==> config.mk <==
export PLATFORM = sky130hd
export DESIGN_NAME = serpentine_pixel_channel_map
export DESIGN_NICKNAME = d
export VERILOG_FILES = /design/src/hdl/spcm_pkg.sv /design/src/hdl/spcm_rem_step.sv /design/src/hdl/spcm_node_map.sv /design/src/hdl/serpentine_pixel_channel_map.sv
export SDC_FILE = /design/constraint.sdc
export NUM_CORES = 1
export LEC_CHECK = 0
export BUFFER_PORTS_ARGS = -buffer_cell sky130_fd_sc_hd__buf_2
export CORE_UTILIZATION = 40
export DETAILED_ROUTE_END_ITERATION = 7
export PLACE_DENSITY = 0.67
export SKIP_CTS_REPAIR_TIMING = 1
export SLEW_MARGIN = 20
export SYNTH_ARGS = -nofsm -noshare
export SYNTH_HDL_FRONTEND = slang
export SYNTH_SLANG_ARGS = --single-unit
==> constraint.sdc <==
create_clock -name clk -period 7.1 [get_ports clk]
set_input_delay 0.355 -clock clk [delete_from_list [all_inputs] [get_ports clk]]
set_output_delay 0.355 -clock clk [all_outputs]
set_load 0.02 [all_outputs]
==> src/hdl/spcm_pkg.sv <==
// Shared types and constants for the serpentine pixel channel map.
// Used by every module of the block; depends on nothing.
package spcm_pkg;

  localparam int PIX_W      = 10;
  localparam int DIM_W      = 11;
  localparam int CPN_W      = 3;
  localparam int OFS_W      = 22;
  localparam int COMPONENTS = 3;

  localparam int CFG_IDX_W  = 3;
  localparam int CFG_DATA_W = 11;

  // remainder pipeline: bits of the dividend resolved per stage
  localparam int REM_STEPS  = 2;
  localparam int REM_STAGES = PIX_W / REM_STEPS;

  localparam int DEF_MAX_WIDTH  = 1024;
  localparam int DEF_MAX_HEIGHT = 1024;

  // register indexes
  localparam logic [CFG_IDX_W-1:0] REG_GRID_WIDTH         = 3'd0;
  localparam logic [CFG_IDX_W-1:0] REG_GRID_HEIGHT        = 3'd1;
  localparam logic [CFG_IDX_W-1:0] REG_STRANDS_PER_STRING = 3'd2;
  localparam logic [CFG_IDX_W-1:0] REG_VERTICAL_MODE      = 3'd3;
  localparam logic [CFG_IDX_W-1:0] REG_START_TOP          = 3'd4;
  localparam logic [CFG_IDX_W-1:0] REG_START_LEFT         = 3'd5;
  localparam logic [CFG_IDX_W-1:0] REG_CHANNELS_PER_NODE  = 3'd6;

  // component slots
  localparam int COMP_RED   = 0;
  localparam int COMP_GREEN = 1;
  localparam int COMP_BLUE  = 2;

  // effective (already clamped) configuration
  typedef struct packed {
    logic [DIM_W-1:0] width;
    logic [DIM_W-1:0] height;
    logic [DIM_W-1:0] sps;
    logic             vertical;
    logic             start_top;
    logic             start_left;
    logic [CPN_W-1:0] cpn;
  } spcm_cfg_t;

  // request payload as it moves through the remainder pipeline
  typedef struct packed {
    logic [PIX_W-1:0] x;
    logic [PIX_W-1:0] y;
    logic [DIM_W-1:0] rem;
  } spcm_item_t;

endpackage

==> src/hdl/spcm_rem_step.sv <==
// One stage of the pipelined strand-index remainder (index mod strands).
// Depends on spcm_pkg.
module spcm_rem_step #(
  parameter int TOP_BIT = 9
) (
  input  logic                  clk,
  input  logic                  rst_n,
  input  spcm_pkg::spcm_cfg_t   cfg,
  input  logic                  up_valid,
  input  spcm_pkg::spcm_item_t  up_item,
  output logic                  up_ready,
  output logic                  dn_valid,
  output spcm_pkg::spcm_item_t  dn_item,
  input  logic                  dn_ready
);
  import spcm_pkg::*;

  logic             valid_r;
  spcm_item_t       item_r;
  spcm_item_t       item_nxt;
  logic [PIX_W-1:0] dividend;
  logic [DIM_W-1:0] rem_v;

  assign up_ready = !valid_r || dn_ready;
  assign dn_valid = valid_r;
  assign dn_item  = item_r;

  // restoring remainder, one dividend bit per step
  always_comb begin
    dividend = cfg.vertical ? up_item.x : up_item.y;
    rem_v    = up_item.rem;
    for (int s = 0; s < REM_STEPS; s++) begin
      rem_v = {rem_v[DIM_W-2:0], dividend[TOP_BIT-s]};
      if (rem_v >= cfg.sps) begin
        rem_v = rem_v - cfg.sps;
      end
    end
    item_nxt     = up_item;
    item_nxt.rem = rem_v;
  end

  always_ff @(posedge clk) begin
    if (!rst_n) begin
      valid_r <= 1'b0;
    end else if (up_ready) begin
      valid_r <= up_valid;
    end
  end

  always_ff @(posedge clk) begin
    if (up_ready && up_valid) begin
      item_r <= item_nxt;
    end
  end

endmodule

==> src/hdl/spcm_node_map.sv <==
// Orientation, node index and channel offset stages, ending in the output register.
// Depends on spcm_pkg.
module spcm_node_map (
  input  logic                         clk,
  input  logic                         rst_n,
  input  spcm_pkg::spcm_cfg_t          cfg,
  input  logic                         up_valid,
  input  spcm_pkg::spcm_item_t         up_item,
  output logic                         up_ready,
  output logic                         out_valid,
  input  logic                         out_stall,
  output logic                         out_in_range,
  output logic [spcm_pkg::OFS_W-1:0]   out_red_offset,
  output logic                         out_red_used,
  output logic [spcm_pkg::OFS_W-1:0]   out_green_offset,
  output logic                         out_green_used,
  output logic [spcm_pkg::OFS_W-1:0]   out_blue_offset,
  output logic                         out_blue_used
);
  import spcm_pkg::*;

  // stage A: orientation
  logic               a_valid_r;
  logic               a_in_range_r;
  logic [DIM_W-1:0]   a_mul_l_r;
  logic [DIM_W-1:0]   a_mul_r_r;
  logic [DIM_W-1:0]   a_add_r;
  logic               a_in_range_nxt;
  logic [DIM_W-1:0]   a_mul_l_nxt;
  logic [DIM_W-1:0]   a_mul_r_nxt;
  logic [DIM_W-1:0]   a_add_nxt;
  logic [DIM_W-1:0]   x_ext;
  logic [DIM_W-1:0]   y_ext;
  logic [DIM_W-1:0]   x_rev;
  logic [DIM_W-1:0]   y_rev;
  logic               seg_odd;
  logic               a_ready;

  // stage B: node index
  logic               b_valid_r;
  logic               b_in_range_r;
  logic [OFS_W-1:0]   b_node_r;
  logic [2*DIM_W-1:0] b_prod;
  logic [OFS_W-1:0]   b_node_nxt;
  logic               b_ready;

  // stage C: output register
  logic                    out_valid_r;
  logic                    c_in_range_r;
  logic [OFS_W-1:0]        c_ofs_r [COMPONENTS];
  logic [COMPONENTS-1:0]   c_used_r;
  logic [OFS_W+CPN_W-1:0]  c_scaled;
  logic [OFS_W-1:0]        c_ofs_nxt [COMPONENTS];
  logic [COMPONENTS-1:0]   c_used_nxt;
  logic                    c_ready;

  assign c_ready  = !out_valid_r || !out_stall;
  assign b_ready  = !b_valid_r || c_ready;
  assign a_ready  = !a_valid_r || b_ready;
  assign up_ready = a_ready;

  always_comb begin
    x_ext          = DIM_W'(up_item.x);
    y_ext          = DIM_W'(up_item.y);
    x_rev          = cfg.width - x_ext - DIM_W'(1);
    y_rev          = cfg.height - y_ext - DIM_W'(1);
    seg_odd        = up_item.rem[0];
    a_in_range_nxt = (x_ext < cfg.width) && (y_ext < cfg.height);
    if (cfg.vertical) begin
      a_mul_l_nxt = cfg.start_left ? x_ext : x_rev;
      a_mul_r_nxt = cfg.height;
      a_add_nxt   = (cfg.start_top == seg_odd) ? y_rev : y_ext;
    end else begin
      a_mul_l_nxt = cfg.start_top ? y_ext : y_rev;
      a_mul_r_nxt = cfg.width;
      a_add_nxt   = (cfg.start_left == seg_odd) ? x_rev : x_ext;
    end
  end

  always_comb begin
    b_prod     = (2*DIM_W)'(a_mul_l_r) * (2*DIM_W)'(a_mul_r_r);
    b_node_nxt = OFS_W'(b_prod) + OFS_W'(a_add_r);
  end

  always_comb begin
    c_scaled = (OFS_W+CPN_W)'(b_node_r) * (OFS_W+CPN_W)'(cfg.cpn);
    for (int k = 0; k < COMPONENTS; k++) begin
      c_used_nxt[k] = b_in_range_r && (CPN_W'(k) < cfg.cpn);
      c_ofs_nxt[k]  = c_used_nxt[k] ? (c_scaled[OFS_W-1:0] + OFS_W'(k)) : '0;
    end
  end

  always_ff @(posedge clk) begin
    if (!rst_n) begin
      a_valid_r   <= 1'b0;
      b_valid_r   <= 1'b0;
      out_valid_r <= 1'b0;
    end else begin
      if (a_ready) begin
        a_valid_r <= up_valid;
      end
      if (b_ready) begin
        b_valid_r <= a_valid_r;
      end
      if (c_ready) begin
        out_valid_r <= b_valid_r;
      end
    end
  end

  always_ff @(posedge clk) begin
    if (a_ready && up_valid) begin
      a_in_range_r <= a_in_range_nxt;
      a_mul_l_r    <= a_mul_l_nxt;
      a_mul_r_r    <= a_mul_r_nxt;
      a_add_r      <= a_add_nxt;
    end
    if (b_ready && a_valid_r) begin
      b_in_range_r <= a_in_range_r;
      b_node_r     <= b_node_nxt;
    end
    if (c_ready && b_valid_r) begin
      c_in_range_r <= b_in_range_r;
      c_used_r     <= c_used_nxt;
      for (int k = 0; k < COMPONENTS; k++) begin
        c_ofs_r[k] <= c_ofs_nxt[k];
      end
    end
  end

  assign out_valid        = out_valid_r;
  assign out_in_range     = c_in_range_r;
  assign out_red_offset   = c_ofs_r[COMP_RED];
  assign out_red_used     = c_used_r[COMP_RED];
  assign out_green_offset = c_ofs_r[COMP_GREEN];
  assign out_green_used   = c_used_r[COMP_GREEN];
  assign out_blue_offset  = c_ofs_r[COMP_BLUE];
  assign out_blue_used    = c_used_r[COMP_BLUE];

endmodule

==> src/hdl/serpentine_pixel_channel_map.sv <==
// Serpentine pixel channel map: pixel (x, y) to RGB channel offsets on a zigzag LED matrix.
// Pipeline: 5 remainder stages, then 3 map stages, from request accept to result valid.
// Throughput: one request per cycle while nothing stalls; the strand-index remainder is a 5-stage pipeline
// resolving 2 dividend bits per stage, the node index takes one 11x11 multiply stage.
// Reset (rst_n, synchronous, active low) empties the pipeline and restores registers to
// width 1, height 1, 1 strand per string, horizontal, top-left start, 3 channels per node.
module serpentine_pixel_channel_map #(
  parameter int MAX_WIDTH  = spcm_pkg::DEF_MAX_WIDTH,
  parameter int MAX_HEIGHT = spcm_pkg::DEF_MAX_HEIGHT
) (
  input  logic                             clk,
  input  logic                             rst_n,
  // configuration write port
  input  logic                             cfg_wr_en,
  input  logic [spcm_pkg::CFG_IDX_W-1:0]   cfg_index,
  input  logic [spcm_pkg::CFG_DATA_W-1:0]  cfg_wdata,
  // pixel requests
  input  logic                             in_valid,
  output logic                             in_stall,
  input  logic [spcm_pkg::PIX_W-1:0]       in_pixel_x,
  input  logic [spcm_pkg::PIX_W-1:0]       in_pixel_y,
  // channel map results
  output logic                             out_valid,
  input  logic                             out_stall,
  output logic                             out_in_range,
  output logic [spcm_pkg::OFS_W-1:0]       out_red_offset,
  output logic                             out_red_used,
  output logic [spcm_pkg::OFS_W-1:0]       out_green_offset,
  output logic                             out_green_used,
  output logic [spcm_pkg::OFS_W-1:0]       out_blue_offset,
  output logic                             out_blue_used
);
  import spcm_pkg::*;

  // compare width wide enough for both the register and the size limits
  localparam int LIM_W = $clog2(((MAX_WIDTH > MAX_HEIGHT) ? MAX_WIDTH : MAX_HEIGHT) + 1);
  localparam int CMP_W = (LIM_W > DIM_W) ? LIM_W : DIM_W;

  // configuration registers, stored as written
  logic [DIM_W-1:0] grid_width_r;
  logic [DIM_W-1:0] grid_height_r;
  logic [DIM_W-1:0] strands_r;
  logic             vertical_mode_r;
  logic             start_top_r;
  logic             start_left_r;
  logic [CPN_W-1:0] cpn_r;

  spcm_cfg_t cfg_eff;

  // remainder pipeline links: entry g feeds stage g
  logic [REM_STAGES:0] rem_valid;
  logic [REM_STAGES:0] rem_ready;
  spcm_item_t          rem_item [REM_STAGES+1];

  always_ff @(posedge clk) begin
    if (!rst_n) begin
      grid_width_r    <= DIM_W'(1);
      grid_height_r   <= DIM_W'(1);
      strands_r       <= DIM_W'(1);
      vertical_mode_r <= 1'b0;
      start_top_r     <= 1'b1;
      start_left_r    <= 1'b1;
      cpn_r           <= CPN_W'(3);
    end else if (cfg_wr_en) begin
      unique case (cfg_index)
        REG_GRID_WIDTH:         grid_width_r    <= cfg_wdata;
        REG_GRID_HEIGHT:        grid_height_r   <= cfg_wdata;
        REG_STRANDS_PER_STRING: strands_r       <= cfg_wdata;
        REG_VERTICAL_MODE:      vertical_mode_r <= cfg_wdata[0];
        REG_START_TOP:          start_top_r     <= cfg_wdata[0];
        REG_START_LEFT:         start_left_r    <= cfg_wdata[0];
        REG_CHANNELS_PER_NODE:  cpn_r           <= cfg_wdata[CPN_W-1:0];
        default: ;  // unmapped index: drop the write
      endcase
    end
  end

  // Clamp sizes once here; zero sizes act as one, oversize grids are
  // limited to the build-time maximum. The user must change registers only
  // while idle (the block does not enforce it), so every stage can read these directly.
  always_comb begin
    cfg_eff.width = grid_width_r;
    if (grid_width_r == '0) begin
      cfg_eff.width = DIM_W'(1);
    end else if (CMP_W'(grid_width_r) > CMP_W'(MAX_WIDTH)) begin
      cfg_eff.width = DIM_W'(MAX_WIDTH);
    end
    cfg_eff.height = grid_height_r;
    if (grid_height_r == '0) begin
      cfg_eff.height = DIM_W'(1);
    end else if (CMP_W'(grid_height_r) > CMP_W'(MAX_HEIGHT)) begin
      cfg_eff.height = DIM_W'(MAX_HEIGHT);
    end
    cfg_eff.sps        = (strands_r == '0) ? DIM_W'(1) : strands_r;
    cfg_eff.vertical   = vertical_mode_r;
    cfg_eff.start_top  = start_top_r;
    cfg_eff.start_left = start_left_r;
    cfg_eff.cpn        = (cpn_r == '0) ? CPN_W'(1) : cpn_r;
  end

  // Requests enter the first remainder stage directly; stall only when
  // that stage is full and cannot advance.
  assign rem_valid[0]     = in_valid;
  assign rem_item[0].x    = in_pixel_x;
  assign rem_item[0].y    = in_pixel_y;
  assign rem_item[0].rem  = '0;
  assign in_stall         = !rem_ready[0];

  // strand index mod strands_per_string, MSB first, two bits per stage
  for (genvar g = 0; g < REM_STAGES; g++) begin : g_rem
    spcm_rem_step #(
      .TOP_BIT (PIX_W - 1 - g * REM_STEPS)
    ) u_rem_step (
      .clk      (clk),
      .rst_n    (rst_n),
      .cfg      (cfg_eff),
      .up_valid (rem_valid[g]),
      .up_item  (rem_item[g]),
      .up_ready (rem_ready[g]),
      .dn_valid (rem_valid[g+1]),
      .dn_item  (rem_item[g+1]),
      .dn_ready (rem_ready[g+1])
    );
  end

  // orientation, node index, per-component offsets and output register
  spcm_node_map u_node_map (
    .clk              (clk),
    .rst_n            (rst_n),
    .cfg              (cfg_eff),
    .up_valid         (rem_valid[REM_STAGES]),
    .up_item          (rem_item[REM_STAGES]),
    .up_ready         (rem_ready[REM_STAGES]),
    .out_valid        (out_valid),
    .out_stall        (out_stall),
    .out_in_range     (out_in_range),
    .out_red_offset   (out_red_offset),
    .out_red_used     (out_red_used),
    .out_green_offset (out_green_offset),
    .out_green_used   (out_green_used),
    .out_blue_offset  (out_blue_offset),
    .out_blue_used    (out_blue_used)
  );

endmodule

# After elaboration in Yosys (flattened, before gate mapping)
# Memory sizes are Yosys's and may differ from the RTL's.
# Cells that the tools add are included.
[classes]
eq_ne = 8
magnitude_cmp = 17
add_sub_neg = 17
n_mux = 33
multipliers = 2
reduce_logical = 42
[ops]
columns = ["op", "count"]
rows = [
  ["$mux 11", 12],
  ["$mux 10", 10],
  ["$ge 11x11->1", 9],
  ["$sub 10x10->10", 8],
  ["$mux 22", 3],
  ["$logic_not 11->1", 3],
  ["$add 22x1->22 const B", 1],
  ["$add 22x11->22", 1],
  ["$add 22x2->22 const B", 1],
  ["$gt 11x11->1 const B", 2],
  ["$lt 10x11->1", 2],
  ["$mul 11x11->22", 1],
  ["$mul 22x3->22", 1],
  ["$sub 11x1->11 const B", 2],
  ["$sub 11x10->11", 2],
  ["$reduce_and 2->1", 7],
  ["$logic_and 1x1->1", 12],
  ["$ge 1x11->1", 1],
  ["$logic_not 1->1", 10],
  ["$sub 1x10->10", 1],
  ["$eq 3x3->1 const B", 3],
  ["$logic_or 1x1->1", 8],
  ["$mux 8", 1],
  ["$eq 3x2->1 const B", 2],
  ["other kinds (11)", 16],
]
[totals]
output_inout_bits = 72
ff_bits = 249
ramBits = 66
mem_count = 1
elab_cells = 158
inputBits = 39
[memory_table]
columns = ["memory", "depth", "word_bits", "rd", "rd_ports_with_merged_regs", "wr", "line", "source"]
rows = [
  ["u_node_map.c_ofs_r", 3, 22, 3, 0, 3, "spcm_node_map.sv:50", "logic [OFS_W-1:0] c_ofs_r [COMPONENTS];"],
]

# Depth between registers and ports, before layout
# Gate-level depths: netlist of the first run.
[depth]
depth_word = 10
depth_mapped = 24
depth_no_buf = 23

# By module
# From an unflattened synthesis of the first run, not the netlist that was laid out.
[hier_totals]
hier_cells = 2619
area_unflattened_um2 = 26510.4
[by_module_without_submodules]
columns = ["mod", "area_each_um2", "seq_area_each_um2", "cells_per_inst", "n_inst"]
rows = [
  ["spcm_node_map", 13309.0, 3873.7, 1415, 1],
  ["spcm_rem_step (g_rem[1].u_rem_step ...)", 2272.2, 950.9, 193, 4],
  ["spcm_rem_step (g_rem[0].u_rem_step)", 2267.2, 950.9, 207, 1],
  ["serpentine_pixel_channel_map", 1845.5, 780.7, 225, 1],
]

# Worst setup path before layout of the first run
# Ideal clock, no wire load.
[synth_timing]
kind = "input to register"
from = "input port out_stall"
to = "memory u_node_map.c_ofs_r[0][0], enable pin"
n_path_buf = 0
slack_ns = 1.042
t_required_ns = 6.496
setup_ns = 0.604
cell_stages = 1
arrival_time_ns = 5.454
path_cell_list = "a21boi_0"
[synth_lines]
columns = ["element", "line", "source"]
rows = [
  ["start: declaration", "serpentine_pixel_channel_map.sv:24", "input logic out_stall,"],
  ["end: declaration", "spcm_node_map.sv:50", ""],
]

# Worst setup path in the final report of the first run
[layout_timing]
from = "register strands_r[3]"
to = "register g_rem[2].u_rem_step.item_r, in the netlist g_rem[2].u_rem_step.dn_item[5] (data pin)"
[layout_between]
elab_chain_len = 6
elab_cells_between_ends = 8
cone_classes = "2 x add/sub; 2 x order compare; 3 x mux; 1 x reduce/logical"
[layout_rtl]
columns = ["element", "line", "source"]
rows = [
  ["start: declaration", "serpentine_pixel_channel_map.sv:42", "logic [DIM_W-1:0] strands_r;"],
  ["start signal: assignment", "serpentine_pixel_channel_map.sv:68", "REG_STRANDS_PER_STRING: strands_r <= cfg_wdata;"],
  ["$logic_not 11->1", "serpentine_pixel_channel_map.sv:94", "cfg_eff.sps = (strands_r == '0) ? DIM_W'(1) : strands_r;"],
  ["$mux 11 (*)", "serpentine_pixel_channel_map.sv:94", ""],
  ["$sub 10x10->10 or $ge 11x11->1 (tied branches)", "spcm_rem_step.sv:35, spcm_rem_step.sv:34", ""],
  ["$mux 10", "spcm_rem_step.sv:34", "if (rem_v >= cfg.sps) begin"],
  ["$sub 10x10->10 or $ge 11x11->1 (tied branches)", "spcm_rem_step.sv:35, spcm_rem_step.sv:34", ""],
  ["$mux 10 (*)", "spcm_rem_step.sv:34", ""],
  ["net g_rem[2].u_rem_step.rem_v[5]", "spcm_rem_step.sv:22", "logic [DIM_W-1:0] rem_v;"],
  ["end signal: assignment", "spcm_rem_step.sv:52", "item_r <= item_nxt;"],
  ["end: declaration", "spcm_rem_step.sv:19", "spcm_item_t item_r;"],
]
# Mark *: on every way through the listed nets, which the timed path passes. The rest lies on a longest branch.
# A chain may end at the register's enable or synchronous reset.

==> results.md, run 1 <==
- Syn Nets: 2,796
- CP Capture Type: flop
- CTS tree: done
- Antenna Nets Post-Route: 0
- CTS clk-pin slew, worst paths: 0.06 ns
- Peak supply drop: 0.000272 V
- Sequential power share: 30.5%
- Largest net degree at the start of global routing: 71
- Non-Filler Instances: 3,334
- Core Region: 59,400 um^2
- TritonCTS buffer count: 37
- Hold Path Class: in2reg
- Die H: 248 um
- Top FF cell, synth: edfxtp_1
- Initial DRC count: 963
- Power density cells: 282 nW/um^2
- Clock tree buffer depth: 3
- Layout cell share with drive strength beyond 1: 12.1%
- Largest area contributor in the netlist: edfxtp_1
- Final hold viol count: 0
- Clock power share: 25.3%
- CP most frequent cell: a21o_1
- Mapped Area: 24,200 um^2
- CP Buf/Inv Count: 4
- Post-layout nets: 2,914
- Filler cells: 5,514
- Required time worst endpoint: 7.39 ns
- Mean post-synth cell area: 10.0 um^2
- Register-to-Register Path Depth: 25
- Slowest CP cell: a2111oi_0
- Top layer in use: met5
- Post-DR vias/cell: 5.24
- Vias in the first global route: 17,500
- RePlAce Congestion: 0.927
- Pint: 5060 uW
- Status: finished with violations
- YS warnings: 0
- Psw: 2610 uW
- Failing checks: DRC
- I/O Pins: 111
- Share of Yosys cell area claimed by the top area cell type: 33.3%
- Post-DP HPWL: 44,600 um
- Post-synthesis xor/xnor area fraction: 4.82%
- Pre-antenna DRT Iters: 7
- FFs w/ async S/R, synth: 0%
- Post-Synthesis Cells: 2,415
- Period Utilization, post-route: 85.9%
- H-tree levels: 2
- Die Width: 248 um
- RSZ-0062 raised after global routing: no
- Finish-stage setup viols: 0
- CP delay by family, top: compound AO/OA/AOI/OAI gates
- Die footprint: 61,400 um^2
- Fraction of the mapped netlist area in adder cells: 21.5%
- Synth Area in Simple Gates: 14.9%
- Stages on worst setup path: 25
- Final core utilization: 45.7%
- Met3 routed WL: 2430 um
- TNS Setup: 0 ns
- All-Layer GR Usage: 18.9%
- Gr ovfl total: 0
- Seq/Total Area, Yosys: 37.2%
- Crit path time final: 6.10 ns
- Critical path launch point type: flop
- Top post-synthesis cells by area: edfxtp_1 33%, ha_1 11%, fa_1 10%
- Hold path depth: 2
- Initial antenna violation count: 1
- Initial Utilization: 40.7%
- Type of the worst setup path: reg2reg
- Arr. time, crit path: 6.39 ns
- Post-route DRC: 8
- Max-cap check violation count: 0
- Critical Path Max Stage Delay: 0.62 ns
- ANT cells: 0
- First-pass GRT wire length: 91,700 um
- Clk sinks: 315
- Max Fclk: 0.164 GHz
- Setup Skew: 0.0299 ns
- Gate power share: 44.2%
- Clock latency on the worst-skew pair: 0.57 ns
- P&R area growth vs syn: 12.3%
- Final Slew Violations: 0
- Crit path max fanout: 10
- Count of flip-flops with a built-in enable after synthesis: 268
- Largest family of logic cells by synthesized area: adder cells
- Dpl cells: 3,245
- Switching portion of total power: 34.1%
- Row cnt: 89
- Post-synthesis mux area share: 4.46%
- FF+latch count, synth: 315
- Total power: 7670 uW
- M1 WL: 25,700 um
- Rel. slew slack: 30.7%
- Count of different cell masters after synthesis: 80
- Slew @ Worst Pin: 1.04 ns
- Metal2 WL: 26,800 um
- Reported leakage power: 0.0113 uW
- Clk root buf: clkbuf_16
- Final WL: 57,500 um
- Vias: 17,500
- Routed len/inst: 17.2 um
- Synth Area in Compound Gates: 12.0%
- IO buf count: 110
-- through the flow --
stage | hold WS [ns] | setup WS (ns) | area (um^2)
floorplan | 0.400 | 1.04 | 24200
CTS | -0.0655 | 1.09 | 26900
global placement | 0.401 | 1.32 | 25600
detailed placement | 0.405 | 1.17 | 25600
global route | 0.0566 | 0.314 | 27100
finish | 0.0533 | 0.998 | 27100
-- power by group through the flow --
| stage | clock network, uW | logic, uW | registers [uW] |
|---|---|---|---|
| floorplan | 0 | 2670 | 2340 |
| global placement | 0 | 3210 | 2370 |
| detailed placement | 0 | 3320 | 2370 |
| CTS | 1980 | 3360 | 2340 |
| global route | 2050 | 3790 | 2350 |
| finish | 1940 | 3390 | 2340 |
-- synthesized netlist by cell type, types with 62 or more instances --
cell / instances
ha_1: 221
o21ai_0: 88
a21oi_1: 125
inv_1: 256
mux2_2: 62
clkbuf_1: 69
xnor2_1: 86
nor2_1: 173
edfxtp_1: 268
nand2_1: 279
and2_1: 81
fa_1: 121
-- metal layers --
metal  GRT usage, %  vias to the layer above
met5              0                        -
met4           8.75                        2
met3           2.48                      120
met2           31.0                      406
met1           24.9                     8379
li1               -                     8549
-- sequential cells by signal (all words and copies together) (netlist names), 3 cells and up --
name / cells
strands_r: 11
u_node_map.a_add_r: 11
u_node_map.b_node_r: 22
g_rem.u_rem_step.dn_item: 141
g_rem.u_rem_step.dn_valid: 5
u_node_map.a_mul_r_r: 11
u_node_map.c_ofs_r: 66
cpn_r: 3
grid_width_r: 11
u_node_map.c_used_r: 3
u_node_map.a_mul_l_r: 11
grid_height_r: 11
-- final timing paths --
kind	startpoint	endpoint	slack (ns)
max	strands_r[3]	g_rem[2].u_rem_step.dn_item[5]	1.0
min	in_valid	g_rem[0].u_rem_step.dn_valid	0.05
max reg2reg	strands_r[3]	g_rem[2].u_rem_step.dn_item[5]	1.0
min reg2reg	g_rem[2].u_rem_step.dn_item[22]	g_rem[3].u_rem_step.dn_item[22]	0.42
-- cells by family (layout without fill, tap and decap cells) --
kind of cell | Yosys count | after routing
adders and majority gates | 342 | 342
buffers and inverters | 333 | 479
and+or+nand+nor | 754 | 754
AOI/OAI and AO/OA | 438 | 438
xor gates and xnor gates | 133 | 133
DFF | 315 | 315
muxes | 100 | 100
-- cell usage in the layout, fill, tap and decap left out, drive strengths merged, types with 81 or more instances in the layout --
cell type  synthesis  routed
nand2            279     279
a21oi            125     125
and2              81      81
o21ai             93      93
fa               121     121
inv              256     259
ha               221     221
xnor2             86      86
buf                8     136
nor2             173     173
edfxtp           268     268
-- final cells by class --
cell class,count,area [um^2],area share [%]
Inverter,256,961,3.54
Sequential cell,315,8990,33.1
Multi-Input combinational cell,1767,14000,51.5
Timing Repair Buffer,156,986,3.63
Tap cell,773,967,3.56
Clock inverter,24,292,1.07
Clock buffer,43,958,3.53
Power figures use the tool's default switching activity.
==> run 2, diff against run 1 <==
--- a/config.mk
+++ b/config.mk
@@ -6,9 +6,9 @@
 export NUM_CORES = 1
 export LEC_CHECK = 0
 export BUFFER_PORTS_ARGS = -buffer_cell sky130_fd_sc_hd__buf_2
-export CORE_UTILIZATION = 40
+export CORE_UTILIZATION = 63
 export DETAILED_ROUTE_END_ITERATION = 7
-export PLACE_DENSITY = 0.67
+export PLACE_DENSITY = 0.92
 export SKIP_CTS_REPAIR_TIMING = 1
 export SLEW_MARGIN = 20
 export SYNTH_ARGS = -nofsm -noshare
==> run 2 against run 1 <==
Effect of this change:
- the run ends with capacitance limit, slew limit left
- sequential power hardly changed
- utilization up 25 points
- via count is 8.0% higher
- global-route usage increased by 12 points
- routed wire length up 9.3%
- hold slack better by 0.0062 ns
- largest cell class unchanged
==> results.md, run 2 (synthesized netlist as in run 1, its figures left out) <==
- Status: finished with violations
- Failing checks: capacitance limit, slew limit
- TNS Setup: 0 ns (unchanged)
- Rel. slew slack: -2.07% (-33 points)
- Max reg flops: 141 (unchanged)
- All-Layer GR Usage: 31.1% (+12 points)
- CTS tree: done
- Clk root buf: clkbuf_16
- Post-DP Area: 25,300 um^2 (-1.2%)
- Initial antenna violation count: 2 (+1)
- Final hold viol count: 0 (unchanged)
- Layout cell share with drive strength beyond 1: 11.6% (-0.51 points)
- CP Capture Type: flop
- Final WS setup: 1.13 ns (+0.133 ns)
- IO buf count: 110 (unchanged)
- Core Region: 37,700 um^2 (-37%)
- Die H: 198 um (-20%)
- Post-DR vias/cell: 6.15 (+17%)
- Slowest CP cell: mux2i_1
- Critical path launch point type: flop
- CP most frequent cell: o21ai_0
- Arr. time, crit path: 6.30 ns (-0.09 ns)
- Switching portion of total power: 34.9% (+0.84 points)
- Final core utilization: 70.7% (+25 points)
- Vias: 18,900 (+8.0%)
- Storage element area: 8990 um^2 (unchanged)
- Finish-stage setup viols: 0 (unchanged)
- Max Fclk: 0.168 GHz (+2.2%)
- Crit path time final: 5.97 ns (-0.133 ns)
- Sequential power share: 30.8% (+0.3 points)
- Psw: 2660 uW (+1.9%)
- Filler cells: 2,488 (-55%)
- Pint: 4960 uW (-1.8%)
- Peak supply drop: 0.000282 V (+3.9%)
- CP delay by family, top: compound AO/OA/AOI/OAI gates
- Initial Utilization: 64.2% (+23 points)
- Initial DRC count: 1,808 (+88%)
- I/O Pins: 111 (unchanged)
- Vias in the first global route: 19,000 (+8.1%)
- Footprint of the multi-input gates: 14,000 um^2 (-0.12%)
- Power density cells: 286 nW/um^2 (+1.3%)
- CTS clk-pin slew, worst paths: 0.07 ns (about the same)
- R2R Setup Slk: 1.13 ns (+0.13 ns)
- Post-layout nets: 2,910 (-0.14%)
- Dpl ws: 1.27 ns (+0.104 ns)
- Period Utilization, post-route: 84.1% (-1.9 points)
- Final Slew Violations: 2 (+2)
- CP Buf/Inv Count: 4 (unchanged)
- Reg-to-Reg Start: strands_r[2]
- Critical Path Max Stage Delay: 0.39 ns (-0.23 ns)
- H-tree levels: 1 (-1)
- TritonCTS buffer count: 31 (-16%)
- Final WL: 62,900 um (+9.3%)
- Required time worst endpoint: 7.43 ns (+0.04 ns)
- P&R area growth vs syn: 10.2%
- Hold Path Class: in2reg
- Setup Skew: 0.0357 ns (+0.00584 ns)
- Clk sinks: 315 (unchanged)
- Gr ovfl total: 0 (unchanged)
- Worst Setup SP: strands_r[2]
- Row cnt: 71 (-20%)
- First-pass GRT wire length: 95,900 um (+4.5%)
- Crit path max fanout: 14 (+4)
- Die footprint: 39,100 um^2 (-36%)
- Cell area after layout: 26,600 um^2 (-1.8%)
- Hold_sp: out_stall
- Post-DP HPWL: 44,500 um (-0.29%)
- Slew @ Worst Pin: 1.52 ns (+0.477 ns)
- Reported leakage power: 0.0112 uW (-0.72%)
- Clock tree buffer depth: 3 (unchanged)
- Routed len/inst: 20.5 um (+19%)
- RSZ-0062 raised after global routing: no
- Clock power share: 23.5% (-1.8 points)
- Die Width: 198 um (-20%)
- Pre-antenna DRT Iters: 6 (-1)
- Most frequent cells in the layout: 279 x nand2_1, 268 x edfxtp_1, 256 x inv_1
- Largest net degree at the start of global routing: 71 (unchanged)
- Type of the worst setup path: reg2reg
- Antenna Nets Post-Route: 0 (unchanged)
- Worst hold margin: 0.0595 ns (+0.00620 ns)
- Gate power share: 45.7% (+1.5 points)
- Max-cap check violation count: 1 (+1)
- Clock latency on the worst-skew pair: 0.61 ns (+0.04 ns)
- RePlAce Congestion: 0.954 (+2.9%)
- Post-route DRC: 0 (-8)
- Commonest non-fill, non-tap cell in the layout: nand2_1
[run 2: cell types whose count changed in the layout (fill, tap and decap cells not counted), moves of 2 or more]
cell,before,now
clkinv_2,8,2
bufinv_16,4,6
diode_2,0,3
buf_4,24,26
clkinv_1,1,4
inv_6,3,1
clkbuf_16,37,31
[run 2: tightest hold or removal path, stage by stage]
cell     delay [ns]
buf_2          0.12
a21oi_1        0.07
nor2b_1        0.09
[run 2: path summary, 6_finish.rpt]
path                                          end  depth (start not counted)
setup / recovery   g_rem[1].u_rem_step.dn_item[5]                         25
hold / removal               u_node_map.out_valid                          3
setup reg to reg   g_rem[1].u_rem_step.dn_item[5]                         25
hold reg to reg   g_rem[4].u_rem_step.dn_item[19]                          0
[run 2: power by group through the flow]
stage               Clock (uW)  Combinational [uW]  Sequential, uW
finish                    1790                3490            2350
global route              1850                3830            2360
CTS                       1780                3400            2340
global placement             0                3150            2370
detailed placement           0                3350            2380
floorplan                    0                2670            2340
[run 2: routing by layer]
metal / global-route usage [%] / wire length (um) / part of all wire, % / vias up
met3: 5.31 / 5750 / 9.1 / 303
met2: 52.4 / 29300 / 47 / 1056
li1: - / - / - / 8549
met5: 0 / 22 / 0.035 / -
met1: 38.1 / 23900 / 38 / 8949
met4: 16.9 / 3900 / 6.2 / 2
[run 2: per-stage QoR]
stage | instances | total power, uW
2_1_floorplan | 2415 | 5020
3_3_place_gp | 2985 | 5520
3_5_place_dp | 2985 | 5730
4_1_cts | 3042 | 7520
5_1_grt | 3064 | 8030
6_report | 3067 | 7620
[run 2: area by class of cell]
class                      instances  share of cell area, %
tap                              511                   2.40
multi-input combinational       1767                   52.4
clock buffer                      37                   3.00
sequential                       315                   33.7
inverter                         256                   3.61
timing repair buffer             158                   3.69
clock inverter                    20                   1.10
antenna                            3                 0.0282
